--- src/hdl/fbba_pkg.sv ---
package fbba_pkg;

  localparam int BLK_W    = 16;
  localparam int CNT_W    = 17;
  localparam int WORD_W   = 32;
  localparam int SCAN_W   = 12;
  localparam int EVAL_W   = 11;
  localparam int MAX_BLKS = 65536;

  localparam logic [0:0] CFG_MOUNTED     = 1'b0;
  localparam logic [0:0] CFG_BLOCK_COUNT = 1'b1;

  typedef enum logic [1:0] {
    MODE_ALLOC = 2'd0,
    MODE_FREE  = 2'd1,
    MODE_TEST  = 2'd2,
    MODE_LOAD  = 2'd3
  } mode_t;

  typedef enum logic [1:0] {
    ST_OK          = 2'd0,
    ST_NOT_MOUNTED = 2'd1,
    ST_NOT_IN_USE  = 2'd2,
    ST_FULL        = 2'd3
  } status_t;

  typedef enum logic [2:0] {
    S_CLR,
    S_IDLE,
    S_DECODE,
    S_CHECK,
    S_SCAN,
    S_FIN
  } state_t;

  typedef struct packed {
    logic capture;
    logic clr_step;
    logic op_direct;
    logic rd_word;
    logic check;
    logic scan_start;
    logic scan_step;
    logic emit;
  } ctl_cmd_t;

  typedef struct packed {
    logic  clr_busy;
    logic  mounted;
    mode_t mode;
    logic  in_range;
    logic  lim_zero;
    logic  scan_hit;
    logic  scan_end;
    logic  out_free;
  } dp_stat_t;

endpackage

--- src/hdl/fbba_ctrl.sv ---
module fbba_ctrl
  import fbba_pkg::*;
(
  input  logic     clk,
  input  logic     rst_n,
  input  logic     in_tvalid,
  output logic     in_tready,
  input  dp_stat_t stat,
  output ctl_cmd_t cmd
);

  state_t state_r, state_nxt;

  always_ff @(posedge clk) begin
    if (!rst_n) begin
      state_r <= S_CLR;
    end else begin
      state_r <= state_nxt;
    end
  end

  always_comb begin
    state_nxt = state_r;
    cmd       = '0;
    in_tready = 1'b0;
    case (state_r)
      S_CLR: begin
        cmd.clr_step = stat.clr_busy;
        if (!stat.clr_busy) state_nxt = S_IDLE;
      end
      S_IDLE: begin
        in_tready = 1'b1;
        if (in_tvalid) begin
          cmd.capture = 1'b1;
          state_nxt   = S_DECODE;
        end
      end
      S_DECODE: begin
        if (!stat.mounted || stat.mode == MODE_LOAD ||
            (stat.mode == MODE_ALLOC && stat.lim_zero) ||
            (stat.mode != MODE_ALLOC && !stat.in_range)) begin
          cmd.op_direct = 1'b1;
          state_nxt     = S_FIN;
        end else if (stat.mode == MODE_ALLOC) begin
          cmd.scan_start = 1'b1;
          state_nxt      = S_SCAN;
        end else begin
          cmd.rd_word = 1'b1;
          state_nxt   = S_CHECK;
        end
      end
      S_CHECK: begin
        cmd.check = 1'b1;
        state_nxt = S_FIN;
      end
      S_SCAN: begin
        cmd.scan_step = 1'b1;
        if (stat.scan_hit || stat.scan_end) state_nxt = S_FIN;
      end
      S_FIN: begin
        if (stat.out_free) begin
          cmd.emit  = 1'b1;
          state_nxt = S_IDLE;
        end
      end
      default: begin
        state_nxt = S_IDLE;
      end
    endcase
  end

endmodule

--- config.mk ---
export PLATFORM = sky130hd
export DESIGN_NAME = fbba_ctrl
export DESIGN_NICKNAME = d
export VERILOG_FILES = /design/src/hdl/fbba_pkg.sv /design/src/hdl/fbba_ctrl.sv
export SDC_FILE = /design/constraint.sdc
export NUM_CORES = 1
export LEC_CHECK = 0
export ABC_AREA = 1
export BUFFER_PORTS_ARGS = -buffer_cell sky130_fd_sc_hd__buf_2
export CORE_AREA = 2 2 39 41
export DETAILED_ROUTE_END_ITERATION = 6
export DIE_AREA = 0 0 41 43
export SETUP_SLACK_MARGIN = 0.2
export SYNTH_ARGS = -nofsm -noshare
export SYNTH_HDL_FRONTEND = slang
export SYNTH_SLANG_ARGS = --single-unit
--- constraint.sdc ---
create_clock -name clk -period 1.1 [get_ports clk]
set_input_delay 0.22 -clock clk [delete_from_list [all_inputs] [get_ports clk]]
set_output_delay 0.22 -clock clk [all_outputs]
set_load 0.05 [all_outputs]
After elaboration in Yosys (flattened, before gate mapping) --
Cells that the tools add are included.
Cells by class: reduce and logical (&&, ||, !) cells 12, equality and inequality tests 10, multiplexer cells 22
Operator list (count):
- 2-to-1 mux 3 bit | 6
- one-hot mux 3 bit (6 select lines) | 1
- 2-to-1 mux 1 bit | 14
- != test 2 bit (second input constant) | 4
- == test 3 x 2 -> 1 bit (second input constant) | 2
- == test 3 bit (second input constant) | 2
- logical OR 1 bit | 4
- AND reduction 4 bit | 1
- == test 3 x 1 -> 1 bit (second input constant) | 1
- logical NOT 3 bit | 1
- == test 2 bit (second input constant) | 1
- logical AND 1 bit | 2
- logical NOT 1 bit | 2
- logical NOT 2 bit | 1
- 2-to-1 mux 2 bit | 1
- nonzero test 2 bit | 1
Storage, ports and cells: bits of input ports 12, flip-flop bits (word level) 3

Logic depth before layout (Yosys ltp) --
word-level depth 6, gate-level depth with buffers 8, mapped depth without buffers 8

Worst setup path after synthesis --
Ideal clock, no wire load.
kind reg2out, from register state_r[2], to output port cmd[0] (netlist bit), data arrival time 1.998 ns, cell stages (with the launch flop) 3, data required time 0.880 ns, slack -1.118 ns, cells stage by stage dfxtp_1 -> inv_1 -> nor4_1
RTL lines:
- start: declaration | RTL line fbba_ctrl.sv:12 | state_t state_r, state_nxt;
- start signal: assignment | RTL line fbba_ctrl.sv:18 | state_r <= state_nxt;
- end: declaration | RTL line fbba_ctrl.sv:9 | output ctl_cmd_t cmd

==> results.md <==
- Status: finished with violations
- Failing checks: negative setup slack
- Tightest Hold Check Type: input port to register
- Critical-path cell list: inv_4 > buf_6 > nor4_4 > buf_6
- Register name with the most flops: state_r
- Final Critical Period: 1.404 ns
- CP arrival: 1.18 ns
- Setup WS post-layout: -0.3039 ns
- Vias: 520
- Commonest non-fill, non-tap cell in the layout: buf_6
- Int Power: 716.7 µW
- H-tree levels: 1
- Max FFs per register: 3
- Post-Place Worst Slack: -0.2989 ns
- Reg clk slew, reported paths: 0.04 ns
- Cell taking the most area after synthesis: dfxtp_1
- # IOs: 21
- DRC viols: 0
- WL/cell: 10.03 µm
- GP Congestion: 0.7449
- Clock Latency Late Sink: 0.23 ns
- Pwr Total: 1.237 mW
- Warnings, synthesis: 0
- Count of pins over their slew limit: 0
- Met2 Use GR: 0.3125
- Pwr Density: 1381 mW/mm²
- Leak: 0.4265 nW
- DR vias/cell: 4.444
- Netlist cell types: 18
- Worst Setup Start Kind: register
- GR Util met3: 0.01571
- Area grow syn2layout: 175.4%
- Mapped Area: 325.3 µm²
- Clk pwr share: 0.152
- Max_slew headroom: 0.8588
- Psw: 520.8 µW
- F_max: 712.3 MHz
- CTS sink cnt: 3
- CP Class: register to output pin
- Yosys reg bits: 3
- DR iter-0 viols: 1
- Slowest CP cell: dfxtp_2
- Total Routing Usage GR: 0.1505
- Maximum fanout along the worst path: 5
- Main combinational cell family by area after synthesis: simple AND/OR/NAND/NOR gates
- Clock Tree Buf Depth: 2
- Dpl hpwl: 796.7 µm
- Final hold slack: 0.2567 ns
- Highest-count cells in the layout ignoring fill and taps: buf_6, buf_2, buf_4
- Initial Utilization: 0.2351
- Cells after synthesis: 54
- Synth area leaders: dfxtp_1, inv_1, nand3_1
- Final setup violating endpoints: 12
- Net Count, Synth: 66
- Mean Syn Cell Area: 6.024 µm²
- N_diodes: 0
- Cell family with most CP delay: buffers and inverters
- Gr busiest metal: met2
- CTS tree: built
- Vias in the first global route: 547
- Worst-Margin Slew: 0.2103 ns
- Worst VDD drop: 557.4 µV
- Share of cells above drive strength 1: 0.7723
- Area share of the largest cell type after synthesis: 0.1846
- Root buffer cell: clkbuf_4
- Required @ worst endpoint: 0.88 ns
- Antenna Nets Post-Route: 0
- Synth Area in Compound Gates: 0.1500
- Initial antenna violation count: 0
- Met1 Track Usage GR: 0.1250
- Switching share of power: 0.4209
- Tcrit/Tclk final: 1.276
- Comb pwr share: 0.727
- Sequential fraction of the synthesis area: 0.1846
- Final nets: 114
- Port Buffers: 20
- Max-cap violations: 0
- CP Capture Type: output pin
- DIE HEIGHT: 43 µm
- Max stage delay on crit path: 0.34 ns
- Post-Synth XOR/XNOR Area: 0
- Seq pwr share: 0.121
- Row Count: 14
- Post-synthesis mux area share: 0
- Registers with the most flip-flops: state_r (3)
- Design area: 895.9 µm²
- Total wire length: 1.174 mm
- Placeable Area: 0.001384 mm²
- Final hold vios: 0
- Total gr overflow: 0
- Clock Skews: 0.002515 ns
- First-pass GRT wire length: 1.856 mm
- Largest net degree at the start of global routing: 6
- CP bufs+invs: 3
- Synth Area in Simple Gates: 0.5038
- Post-place instance area: 630.6 µm²
- First-pass DRT Iterations: 2
- Die area: 0.001763 mm²
- CTS buffer count: 3
- Unrepaired setup endpoints after global routing: yes
- Die W: 41 µm
- Synth Area in Adders: 0
- CP most frequent cell: buf_6
[power by group through the flow]
stage	logic (mW)	registers, mW	clock network [mW]
2_1_floorplan	0.373	0.160	0
3_3_place_gp	0.577	0.149	0
3_5_place_dp	0.584	0.149	0
4_1_cts	0.812	0.150	0.189
5_1_grt	0.954	0.152	0.199
6_report	0.900	0.150	0.188
[logic make-up after synthesis]
| logic type | count (synthesis) |
|---|---|
| AND/OR/NAND/NOR | 30 |
| buffers and inverters | 14 |
| AO/OA/AOI/OAI | 7 |
| flip-flops | 3 |
[final timing paths]
| kind | startpoint | endpoint | slack, ns | depth (start not counted) |
|---|---|---|---|---|
| max reg2reg | state_r[2] | state_r[0] | -0.21 | 8 |
| min | rst_n | state_r[2] | 0.26 | 3 |
| min reg2reg | state_r[0] | state_r[2] | 0.80 | 6 |
| max | state_r[0] | cmd[0] | -0.30 | 4 |
[per-stage QoR]
step                std cells  TNS, ns    util
floorplan                  54   -2.516       -
global placement          104   -1.944  0.4557
detailed placement        104   -2.187  0.4557
CTS                       115   -2.990  0.6031
global route              117   -3.501  0.6474
finish                    117   -2.934  0.6474
[timing repair]
| action | in CTS | in global routing |
|---|---|---|
| hold buffers | 0 | 0 |
| cloned | 0 | 0 |
| resized for setup | 35 | 14 |
| endpoints found under the setup margin | 12 | 12 |
| pin swaps | 8 | 5 |
| setup buffers | 7 | 2 |
[area by class of cell]
type                            count  area (µm²)
Clock buffer                        4       26.28
Fill cell                         116       488.0
Inverter                           14       67.56
Multi-Input combinational cell     37       314.1
Timing Repair Buffer               43       401.6
Tap cell                           16       20.02
Sequential cell                     3       66.31
[synthesized netlist by cell type]
cell type and number:
inv_1 12, nor2_1 8, nand2_1 6, nand3_1 6, dfxtp_1 3, nand2_2 3
a21oi_1 2, inv_2 2, nand2_4 2, o21ai_1 2, a21oi_2 1, a31oi_2 1
nand4_1 1, nor2_2 1, nor2_4 1, nor3_2 1, nor4_1 1, o211ai_1 1
[routing by layer]
metal | vias up | routed length (µm)
li1 | 268 | -
met1 | 232 | 390
met2 | 18 | 727
met3 | 2 | 37
met4 | 0 | 19
met5 | - | 0
[worst register-to-register path, stage by stage, from the launching register on]
cell	delay, ns
dfxtp_2	0.32
buf_6	0.12
nor3_4	0.20
inv_2	0.08
buf_6	0.12
buf_6	0.10
buf_6	0.10
nand3_2	0.06
a31oi_2	0.09
Power figures use the tool's default switching activity.
